`config.mk`:
```
export PLATFORM = sky130hd
export DESIGN_NAME = tmis_ctrl
export DESIGN_NICKNAME = d
export VERILOG_FILES = /design/src/tmis_pkg.sv /design/src/tmis_ctrl.sv
export SDC_FILE = /design/constraint.sdc
export NUM_CORES = 1
export LEC_CHECK = 0
export BUFFER_PORTS_ARGS = -buffer_cell sky130_fd_sc_hd__buf_4
export CELL_PAD_IN_SITES_DETAIL_PLACEMENT = 0
export CELL_PAD_IN_SITES_GLOBAL_PLACEMENT = 1
export CORE_AREA = 2 2 39 41
export CTS_BUF_LIST = sky130_fd_sc_hd__clkbuf_16
export CTS_CLUSTER_SIZE = 30
export DETAILED_ROUTE_END_ITERATION = 12
export DIE_AREA = 0 0 41 43
export HOLD_SLACK_MARGIN = 0.08
export PLACE_DENSITY = 0.36
export SLEW_MARGIN = 15
export SYNTH_ARGS = -nofsm -noshare
export SYNTH_HDL_FRONTEND = slang
export SYNTH_SLANG_ARGS = --single-unit
```
`constraint.sdc`:
```
create_clock -name clk_i -period 3.4 [get_ports clk_i]
set_input_delay 0.17 -clock clk_i [delete_from_list [all_inputs] [get_ports clk_i]]
set_output_delay 0.17 -clock clk_i [all_outputs]
set_load 0.005 [all_outputs]
```
`src/tmis_pkg.sv`:
```
// Types and constants of the tape machine instruction stepper
package tmis_pkg;

  typedef enum logic [1:0] {
    CMD_LOAD  = 2'd0,
    CMD_START = 2'd1,
    CMD_STEP  = 2'd2,
    CMD_STOP  = 2'd3
  } cmd_e;

  localparam logic [3:0] OP_CALL  = 4'd0;
  localparam logic [3:0] OP_IN    = 4'd1;
  localparam logic [3:0] OP_OUT   = 4'd2;
  localparam logic [3:0] OP_LEFT  = 4'd3;
  localparam logic [3:0] OP_RIGHT = 4'd4;
  localparam logic [3:0] OP_DEC   = 4'd5;
  localparam logic [3:0] OP_INC   = 4'd6;
  localparam logic [3:0] OP_RET   = 4'd9;
  localparam logic [3:0] OP_JUMP  = 4'd10;

  localparam logic [1:0] ERR_NONE      = 2'd0;
  localparam logic [1:0] ERR_OPEN_CALL = 2'd1;
  localparam logic [1:0] ERR_OVERFLOW  = 2'd2;
  localparam logic [1:0] ERR_UNDERFLOW = 2'd3;

  localparam int unsigned PC_W   = 13;
  localparam int unsigned WORD_W = 25;

  typedef enum logic [1:0] {
    ST_CLEAR = 2'd0,
    ST_IDLE  = 2'd1,
    ST_EXEC  = 2'd2
  } state_e;

  // Controller to datapath
  typedef struct packed {
    logic acc;
    logic fire;
    logic clear;
  } ctrl_cmd_t;

  // Datapath to controller
  typedef struct packed {
    logic clear_last;
    logic res_busy;
    logic is_start;
  } ctrl_sts_t;

endpackage

```
`src/tmis_ctrl.sv`:
```
// Controller state machine of the tape machine stepper
module tmis_ctrl (
  input  logic                clk_i,
  input  logic                rst_ni,
  input  logic                req_valid_i,
  output logic                req_ready_o,
  input  tmis_pkg::ctrl_sts_t sts_i,
  output tmis_pkg::ctrl_cmd_t ctrl_o
);
  import tmis_pkg::*;

  state_e state_q, state_d;

  // Hold state, start in a tape clearing sweep
  always_ff @(posedge clk_i or negedge rst_ni) begin
    if (!rst_ni) begin
      state_q <= ST_CLEAR;
    end else begin
      state_q <= state_d;
    end
  end

  // Next state
  always_comb begin
    state_d = state_q;
    case (state_q)
      ST_CLEAR: begin
        if (sts_i.clear_last) state_d = ST_IDLE;
      end
      ST_IDLE: begin
        if (req_valid_i) state_d = ST_EXEC;
      end
      ST_EXEC: begin
        if (!sts_i.res_busy) state_d = sts_i.is_start ? ST_CLEAR : ST_IDLE;
      end
      default: state_d = ST_CLEAR;
    endcase
  end

  // Outputs
  always_comb begin
    req_ready_o  = 1'b0;
    ctrl_o.acc   = 1'b0;
    ctrl_o.fire  = 1'b0;
    ctrl_o.clear = 1'b0;
    case (state_q)
      ST_CLEAR: ctrl_o.clear = 1'b1;
      ST_IDLE: begin
        req_ready_o = 1'b1;
        ctrl_o.acc  = req_valid_i;
      end
      ST_EXEC: ctrl_o.fire = !sts_i.res_busy;
      default: ;
    endcase
  end

endmodule

```
---- After elaboration in Yosys (flattened, before gate mapping) ----
Index checks and enable logic that the tools add are counted.
storage, ports and cells
  memory bits (writable) .................. 0
  ROM bits ................................ 0
  flip-flop bits (word level) ............. 2
  memories ................................ 0
  bits in latches ......................... 0
operators by class
  reduce and logical (&&, ||, !) cells .... 3
  shift-type cells ........................ 0
  bitwise operators ....................... 0
  equality and inequality tests ........... 5
  magnitude comparators ................... 0
  multipliers ............................. 0
  mux-type cells .......................... 9
  $add $sub $neg .......................... 0
  divide/modulo/power cells ............... 0
operators with widths
  operator                                                               count
  2-bit two-way mux                                                      3
  2-bit inequality test, second input constant                           3
  2-bit one-hot mux with 3 select lines                                  1
  1-bit two-way mux                                                      5
  3-bit AND reduction                                                    1
  2-bit by 1-bit equality test with 1-bit output, second input constant  1
  2-bit equality test, second input constant                             1
  2-bit zero test                                                        1
  1-bit zero test                                                        1

---- Depth between registers and ports, before layout ----
Gate-level depths: netlist of run 1.
  depth in word-level cells ............... 3
  mapped depth ............................ 2
  mapped depth without buffers ............ 2

---- Least setup slack after synthesis of run 1 ----
Ideal clock, no wire load.
  path kind ............................... register to register
  start ................................... register state_q[0]
  end ..................................... register state_q[0]
  path buffers ............................ 0
  slack ................................... 2323 ps
  cell stages (with the launch flop) ...... 3
  arrival ................................. 982 ps
  cells stage by stage .................... dfrtp_1 -> or4b_1 -> o31ai_1
between the ends
  cells in the longest elaborated chain, start to end .. 3
  elaborated cells on any way between the ends .. 8
ends and longest elaborated chain
  what                                         line             text
  start: declaration                           tmis_ctrl.sv:12  state_e state_q, state_d;
  start signal: assignment                     tmis_ctrl.sv:19  state_q <= state_d;
  2-bit equality test (tied with other cells)  tmis_ctrl.sv:26  case (state_q)
  2-bit inequality test (no source line)       --
  3-bit AND reduction (no source line)         --
Several ways; a longest one is shown, not always the timed one.
A chain may end at the register's enable or synchronous reset.

==> results of run 1 <==
-- path summary, 6_finish.rpt --
kind	from	cells past startpoint	slack [ns]	end
setup / recovery	state_q[1]	2	2.20	ctrl_o[1]
hold / removal	sts_i[1]	3	0.22	state_q[1]
setup reg to reg	state_q[0]	2	2.27	state_q[0]
hold reg to reg	state_q[1]	1	0.62	state_q[0]
max in group asynchronous	rst_ni	2	3.03	state_q[0]
min in group asynchronous	rst_ni	2	0.29	state_q[1]
-- worst min-delay path, cell delays in order --
cell,delay [ns]
buf_4,0.09
nand3b_1,0.07
o21ai_0,0.07
-- kinds of logic (layout without fill, tap and decap cells) --
logic type             count (synthesis)  in the layout  synth area share, %
AND/OR/NAND/NOR                        9              9                 45.7
AO/OA/AOI/OAI                          2              2                 10.9
flip-flops                             2              2                 43.5
buffers and inverters                  0             13                    0
-- routing by layer --
layer	wire length, um	share of wire [%]
met3	60	16
met4	0	0
met1	193	51
met2	128	34
met5	0	0
-- where the power goes --
group | internal [uW] | switching, uW
Combinational | 46.1 | 22.6
Sequential | 35.4 | 21.5
Clock | 150 | 25.7
Total | 231 | 69.8
-- metrics by stage --
stage / std cells / hold WS, ns / util, %
6_report: 42 / 0.222 / 20.8
5_1_grt: 42 / 0.247 / 20.8
4_1_cts: 42 / 0.222 / 20.8
3_5_place_dp: 38 / -0.0456 / 14.6
3_3_place_gp: 38 / -0.0432 / 14.6
2_1_floorplan: 13 / -0.126 / -
-- final cells by class --
class	count	area, um^2	area share (%)
Timing Repair Buffer	10	77.6	27.0
Clock buffer	3	75.1	26.1
Multi-Input combinational cell	11	65.1	22.6
Sequential cell	2	50.0	17.4
Tap cell	16	20.0	6.96
-- cells in the final DEF, fill, tap and decap left out --
cell and n:
dfrtp_1 2, o31ai_1 1, or4b_1 1, dlygate4sd3_1 1, o21ai_0 1, nor2_1 3, clkbuf_16 3, buf_4 9
nor2b_1 1, and2_1 1, nand3b_1 1, nor3b_1 1, nand2_1 1
-- timing repair --
item | 4_1_cts | 5_1_grt
hold endpoints to repair | 2 | 0
hold buffers | 1 | 0
resized for setup | 0 | 0
==> run_results.csv, run 1 <==
group,metric,value,unit
outcome,outcome,"complete, no violations",
cells_and_area,max_flop_register,"state_q",
global_route,antenna_found_initial,0,
setup_path,end_kind,"output port",
sta,fin_tns_setup,0,ns
cts,cts_buffers,3,
setup_path,cp_top_family,"flip-flops",
logic_synthesis,syn_nets,19,
sta,rsz0062_at_grt,"false",
die,initial_core_util,8.32,%
cts,post_cts_buffers,0,
power_and_ir_drop,p_leak,0.000132,uW
cells_and_area,fill_cells,155,
cts,cts.sinks,2,
cells_and_area,fin_nets,34,
global_route,grt_pass1_vias,132,
setup_path,worstSetupStartpointType,"flop",
routing,via_per_inst,3.14,
routing,ant_nets,0,
die,die_x,41,um
global_route,overflow,0,
place,dpl.hpwl,279,um
logic_synthesis,synthCells,13,
cells_and_area,design_area,288,um^2
cts,clk_latency,0.22,ns
cts,htree_levels,1,
logic_synthesis,async_reset_ff_share,100,%
setup_path,slowest_delay,0.46,ns
setup_path,cp_data_arrival_time,1.03,ns
global_route,met1_usage,8.01,%
global_route,met3_usage,4.71,%
sta,setup_violations,0,
logic_synthesis,synth_enable_flop_cells,0,
setup_path,slowest_stage,"dfrtp_1",
logic_synthesis,synth_area_leaders,"dfrtp_1, nor2_1, or4b_1",
setup_path,cp_max_fo,8,
logic_synthesis,synthTopCellsByCount,"nor2_1, dfrtp_1",
logic_synthesis,synth-seq-cells,2,
cts,tritoncts,"yes",
power_and_ir_drop,cellPowerDensity,1050,nW/um^2
place,place_area,203,um^2
die,placementRows,14,
logic_synthesis,synth.avg_cell_area,8.85,um^2
global_route,grt_pass1_wl,621,um
sta,fin_ws,2.20,ns
global_route,grt_max_degree,9,
routing,drtIter0Drc,2,
place,dp_slack,2.27,ns
sta,fin_crit_sh,35.4,%
place,port_buffers,9,
routing,wl_per_cell,9.10,um
power_and_ir_drop,power,301,uW
sta,drv_slew,0,
sta,period_minus_slack,1.20,ns
global_route,top_usage_layer,"met1",
cells_and_area,antennaDiodeCount,0,
routing,drcViolationCount,0,
cells_and_area,reg_top3,"state_q x2",
cells_and_area,largest_register_ffs,2,
logic_synthesis,netlist_area,115,um^2
routing,vias,132,
setup_path,worstPathRequired,3.23,ns
global_route,grtUsageMet2,5.63,%
sta,max-slew-margin-rel,84.2,%
sta,finalHoldViolCount,0,
logic_synthesis,synthDistinctLibCells,10,
logic_synthesis,synth_top_area_share,43.5,%
cells_and_area,syn_to_final_growth,150,%
logic_synthesis,yosysMostFrequentCell,"nor2_1",
sta,tightest_slew,0.237,ns
global_route,grt_usage,6.42,%
power_and_ir_drop,ir_worst_vdd,0.213,mV
logic_synthesis,yosys.area.top_type,"dfrtp_1",
cts,clockBufferDepth,2,
logic_synthesis,ys_seq_area_share,43.5,%
die,die_h,43,um
place,gp_congestion,0.586,
setup_path,crit_type,"flop to output port",
job,cap_violations,0,
setup_path,path_cells,"nor3b_1 -> buf_4",
die,ios,10,
hold_path,hold_path_class,"primary input to flop",
die,die_area,1760,um^2
cts,clockRootBuffer,"clkbuf_16",
setup_path,worst-path-buf-inv,1,
routing,wl,382,um
cts,clk_pin_slew,0.03,ns
cells_and_area,drive_gt1_share,46.2,%
sta,fmax,831,MHz
sta,fin_worst_skew,0.000267,ns
die,core_area,1380,um^2
logic_synthesis,synthFlopType,"dfrtp_1",
logic_synthesis,yosysWarnings,0,
routing,first_pass_iters,2,
No activity file was read; power rests on OpenSTA's default activity.
==> run 2, diff against run 1 <==
==> constraint.sdc (replaced) <==
create_clock -name clk_i -period 1.15 [get_ports clk_i]
set_input_delay 0.0575 -clock clk_i [delete_from_list [all_inputs] [get_ports clk_i]]
set_output_delay 0.0575 -clock clk_i [all_outputs]
set_load 0.005 [all_outputs]
==> run 2 against run 1 <==
Die area unchanged; critical path depth increased by 1; utilization increased by 1.4 points; via count increased by 13%; register-to-register slack got worse by 2.2 ns; clock skew about the same; setup slack got worse by 2.1 ns; sequential share of layout area decreased by 1.1 points; hold slack got worse by 0.11 ns; clock power increased to 3.0 times the previous value.
==> run_results.csv, run 2 (synthesis gave the netlist of run 1 again) <==
group,metric,value,unit
outcome,outcome,"complete, no violations",
cells_and_area,fin_nets,36,
cells_and_area,drive_gt1_share,53.6,%
cells_and_area,antennaDiodeCount,0,
setup_path,slowest_delay,0.37,ns
cts,cts.sinks,2,
setup_path,ff2ff_setup_slack,0.09,ns
job,cap_violations,0,
power_and_ir_drop,ir_worst_vdd,0.672,mV
routing,ant_nets,0,
routing,wl,397,um
setup_path,crit-reg2reg-launch,"state_q[0]",
die,initial_core_util,8.32,%
global_route,grt_pass1_vias,159,
hold_path,min_from,"sts_i[0]",
routing,drcViolationCount,0,
setup_path,worstPathRequired,1.09,ns
cells_and_area,reg_top3,"state_q x2",
cts,tritoncts,"yes",
die,die_h,43,um
setup_path,crit_path_start,"state_q[0]",
power_and_ir_drop,p_leak,0.000144,uW
routing,first_pass_iters,3,
cells_and_area,fill_cells,152,
setup_path,cp_data_arrival_time,1.03,ns
cells_and_area,syn_to_final_growth,167,%
routing,via_per_inst,3.39,
cts,post_cts_buffers,0,
power_and_ir_drop,pwr-share-clk,55.0,%
cells_and_area,final_common_cell,"buf_4",
power_and_ir_drop,power,958,uW
power_and_ir_drop,cellPowerDensity,3110,nW/um^2
global_route,antenna_found_initial,0,
setup_path,worstSetupStartpointType,"flop",
sta,fin_worst_skew,0.0000951,ns
setup_path,end_kind,"output port",
global_route,grt_pass1_wl,614,um
power_and_ir_drop,intPower,729,uW
setup_path,cp_max_fo,7,
routing,vias,149,
sta,max-slew-margin-rel,88.4,%
sta,period_minus_slack,1.08,ns
sta,tightest_slew,0.173,ns
die,placementRows,14,
setup_path,crit_type,"flop to output port",
place,gp_congestion,0.586,
power_and_ir_drop,p_switching,229,uW
setup_path,path_cells,"buf_4 -> nor3b_2 -> buf_4",
cts,clockBufferDepth,2,
place,place_inst,40,
setup_path,crit_path_frequent_cell,"buf_4",
cells_and_area,mostFrequentLayoutCells,"buf_4, nor2_1, clkbuf_16",
cells_and_area,largest_register_ffs,2,
routing,wl_per_cell,9.02,um
cells_and_area,instances_no_fill,44,
sta,setup_violations,0,
cells_and_area,utilization,22.2,%
sta,finalHoldViolCount,0,
sta,drv_slew,0,
hold_path,hold_path_class,"primary input to flop",
place,port_buffers,9,
cts,clk_pin_slew,0.03,ns
power_and_ir_drop,power_frac_seq,12.8,%
cts,clk_latency,0.22,ns
global_route,grt_usage,5.83,%
die,core_area,1380,um^2
cts,clockRootBuffer,"clkbuf_16",
sta,fmax,923,MHz
die,ios,10,
die,die_area,1760,um^2
die,die_x,41,um
global_route,overflow,0,
power_and_ir_drop,power_switching_share,23.9,%
cts,cts_buffers,3,
cts,htree_levels,1,
sta,rsz0062_at_grt,"false",
sta,fin_crit_sh,94.2,%
power_and_ir_drop,combPwrFrac,32.2,%
cells_and_area,max_flop_register,"state_q",
global_route,grt_max_degree,8,
sta,fin_tns_setup,0,ns
routing,drtIter0Drc,3,
setup_path,slowest_stage,"dfrtp_1",
[run 2: cell types whose count changed in the layout (fill, tap and decap cells not counted)]
cell     delta
buf_4       +2
nor3b_1     -1
nor3b_2     +1
[run 2: final cells by class]
class / count / area, um^2 / share of cell area (%)
Timing Repair Buffer: 12 / 92.6 / 30.1
Tap cell: 16 / 20.0 / 6.50
Sequential cell: 2 / 50.0 / 16.3
Clock buffer: 3 / 75.1 / 24.4
Multi-Input combinational cell: 11 / 70.1 / 22.8
[run 2: power by group through the flow]
stage          clock [uW]  combinational [uW]  sequential, uW
2_1_floorplan           0                92.7             149
3_3_place_gp            0                 307             123
3_5_place_dp            0                 305             120
4_1_cts               539                 312             123
5_1_grt               547                 348             129
6_report              527                 309             123
[run 2: final timing paths]
check / end / cells past startpoint
worst max-delay path: ctrl_o[1] / 3
worst min-delay path: state_q[0] / 3
worst max register to register: state_q[0] / 2
worst min register to register: state_q[0] / 2
max in group asynchronous: state_q[0] / 2
min in group asynchronous: state_q[1] / 2
[run 2: layer usage]
layer	GRT usage, %	part of all wire [%]	up-vias
met5	0	0	-
met4	6.00	0	0
met3	3.14	9.1	0
met2	5.63	32	10
met1	8.06	59	62
li1	-	-	77
[run 2: timing repair]
action	in CTS	in global routing
gates resized for setup	1	0
gates cloned	0	0
hold buffers	1	0
pin swaps	0	1
hold endpoints to repair	2	0
setup endpoints to repair	1	1
[run 2: worst max-delay path, delay by kind of cell (launching register included)]
family | cells | cell delay, ns
buf+inv | 2 | 0.29
flops | 1 | 0.37
simple gates | 1 | 0.15
[run 2: per-stage QoR]
step	area [um^2]	worst slack [ns]	hold WS, ns
global placement	218	0.103	-0.158
detailed placement	218	0.0872	-0.157
CTS	308	0.0384	0.112
finish	308	0.0662	0.115
global route	308	0.0178	0.126
floorplan	115	0.0729	-0.238
==> run 3, diff against run 2 <==
--- a/config.mk
+++ b/config.mk
@@ -6,15 +6,14 @@
 export NUM_CORES = 1
 export LEC_CHECK = 0
 export BUFFER_PORTS_ARGS = -buffer_cell sky130_fd_sc_hd__buf_4
-export CELL_PAD_IN_SITES_DETAIL_PLACEMENT = 0
-export CELL_PAD_IN_SITES_GLOBAL_PLACEMENT = 1
 export CORE_AREA = 2 2 39 41
 export CTS_BUF_LIST = sky130_fd_sc_hd__clkbuf_16
 export CTS_CLUSTER_SIZE = 30
 export DETAILED_ROUTE_END_ITERATION = 12
 export DIE_AREA = 0 0 41 43
+export GPL_ROUTABILITY_DRIVEN = 0
 export HOLD_SLACK_MARGIN = 0.08
-export PLACE_DENSITY = 0.36
+export PLACE_DENSITY = 0.3
 export SLEW_MARGIN = 15
 export SYNTH_ARGS = -nofsm -noshare
 export SYNTH_HDL_FRONTEND = slang
==> run 3 against run 2 <==
Power fell by 0.47%; first-iteration DRC count fell by 33%; via count fell by 2.0%; clock skew rose by 0.00070 ns; register-to-register slack barely moved; sequential cell count did not move; critical path depth did not move; global-route usage fell by 0.21 points; setup slack got worse by 0.022 ns; routed wire length fell by 0.76%; hold slack got worse by 0.0038 ns; critical endpoint unchanged; highest routed layer is now met4.
==> run_results.csv, run 3 (synthesis gave the netlist of run 1 again) <==
group,metric,value,unit
outcome,outcome,"complete, no violations",
global_route,grt_usage,5.62,%
hold_path,hold_path_class,"primary input to flop",
cells_and_area,antennaDiodeCount,0,
cts,clockRootBuffer,"clkbuf_16",
die,die_h,43,um
global_route,top_usage_layer,"met4",
cells_and_area,largest_register_ffs,2,
global_route,overflow,0,
die,core_area,1380,um^2
setup_path,end_kind,"output port",
sta,fmax,904,MHz
cells_and_area,instances_no_fill,44,
setup_path,crit_type,"flop to output port",
sta,fin_tns_setup,0,ns
routing,wl,394,um
sta,drv_slew,0,
cts,tritoncts,"yes",
cts,htree_levels,1,
global_route,met3_usage,2.09,%
global_route,antenna_found_initial,0,
sta,holdWs,0.111,ns
setup_path,cp_data_arrival_time,1.05,ns
global_route,grtUsageMet2,4.38,%
cts,cts.sinks,2,
cts,cts_buffers,3,
routing,via_per_inst,3.32,
sta,finalHoldViolCount,0,
cells_and_area,reg_top3,"state_q x2",
die,die_x,41,um
cells_and_area,syn_to_final_growth,167,%
sta,fin_worst_skew,0.000800,ns
sta,max-slew-margin-rel,88.1,%
routing,wl_per_cell,8.95,um
global_route,met1_usage,7.37,%
cells_and_area,mostFrequentLayoutCells,"buf_4, nor2_1, clkbuf_16",
die,placementRows,14,
routing,first_pass_iters,3,
power_and_ir_drop,p_leak,0.000144,uW
die,die_area,1760,um^2
place,dpl.hpwl,274,um
setup_path,cp_max_fo,7,
cells_and_area,fill_cells,146,
cts,clk_pin_slew,0.03,ns
routing,drtIter0Drc,2,
power_and_ir_drop,ir_worst_vdd,0.669,mV
power_and_ir_drop,cellPowerDensity,3100,nW/um^2
sta,fin_ws,0.0437,ns
routing,drcViolationCount,0,
global_route,grt_pass1_vias,152,
place,place_inst,40,
place,dp_slack,0.104,ns
die,initial_core_util,8.32,%
job,cap_violations,0,
cts,clk_latency,0.22,ns
cells_and_area,final_common_cell,"buf_4",
cts,clockBufferDepth,2,
setup_path,worstPathRequired,1.09,ns
global_route,grt_pass1_wl,565,um
global_route,grt_max_degree,8,
setup_path,worstSetupStartpointType,"flop",
cells_and_area,drive_gt1_share,53.6,%
sta,fin_crit_sh,96.2,%
routing,vias,146,
cells_and_area,fin_nets,36,
sta,tightest_slew,0.176,ns
sta,rsz0062_at_grt,"false",
sta,setup_violations,0,
sta,period_minus_slack,1.11,ns
cells_and_area,max_flop_register,"state_q",
die,ios,10,
routing,ant_nets,0,
place,port_buffers,9,
cts,post_cts_buffers,0,
[run 3: cell counts in the layout (fill, tap and decap cells not counted)]
No cell type changed its count.
[run 3: worst max-delay path, cell delays in order (launching register included)]
cell     delay, ns
dfrtp_1       0.37
buf_4         0.16
nor3b_2       0.18
buf_4         0.13
[run 3: metrics by stage]
step	area, um^2	utilization [%]	total power [uW]
after global placement	218	15.7	428
after floorplan	115	-	242
after detailed placement	218	15.7	426
final	308	22.2	954
after CTS	308	22.2	970
after global routing	308	22.2	1010
[run 3: layout make-up]
class / count / area (um^2) / share of cell area [%]
multi-input combinational: 11 / 70.1 / 22.8
clock buffer: 3 / 75.1 / 24.4
sequential: 2 / 50.0 / 16.3
timing repair buffer: 12 / 92.6 / 30.1
tap: 16 / 20.0 / 6.50
[run 3: path summary, 6_finish.rpt]
kind	startpoint	cells past startpoint	slack, ns	to
worst max-delay path	state_q[0]	3	0.04	ctrl_o[1]
worst min-delay path	sts_i[0]	3	0.11	state_q[0]
worst max register to register	state_q[0]	2	0.09	state_q[0]
worst min register to register	state_q[0]	2	0.55	state_q[0]
max in group asynchronous	rst_ni	2	0.90	state_q[0]
min in group asynchronous	rst_ni	2	0.16	state_q[1]
[run 3: layer usage]
layer	vias up	wire length (um)
met5	-	0
met4	0	8
met3	2	36
met1	58	230
li1	76	-
met2	10	118
[run 3: timing repair]
action                                  CTS  global route
gates resized for setup                   1             0
endpoints found under the setup margin    1             0
hold buffers                              1             0
hold endpoints to repair                  2             0
[run 3: power by group]
part	total, uW	switching, uW	internal (uW)
clock	525	81.9	443
sequential	123	18.4	105
combinational	306	124	182
total	954	224	729
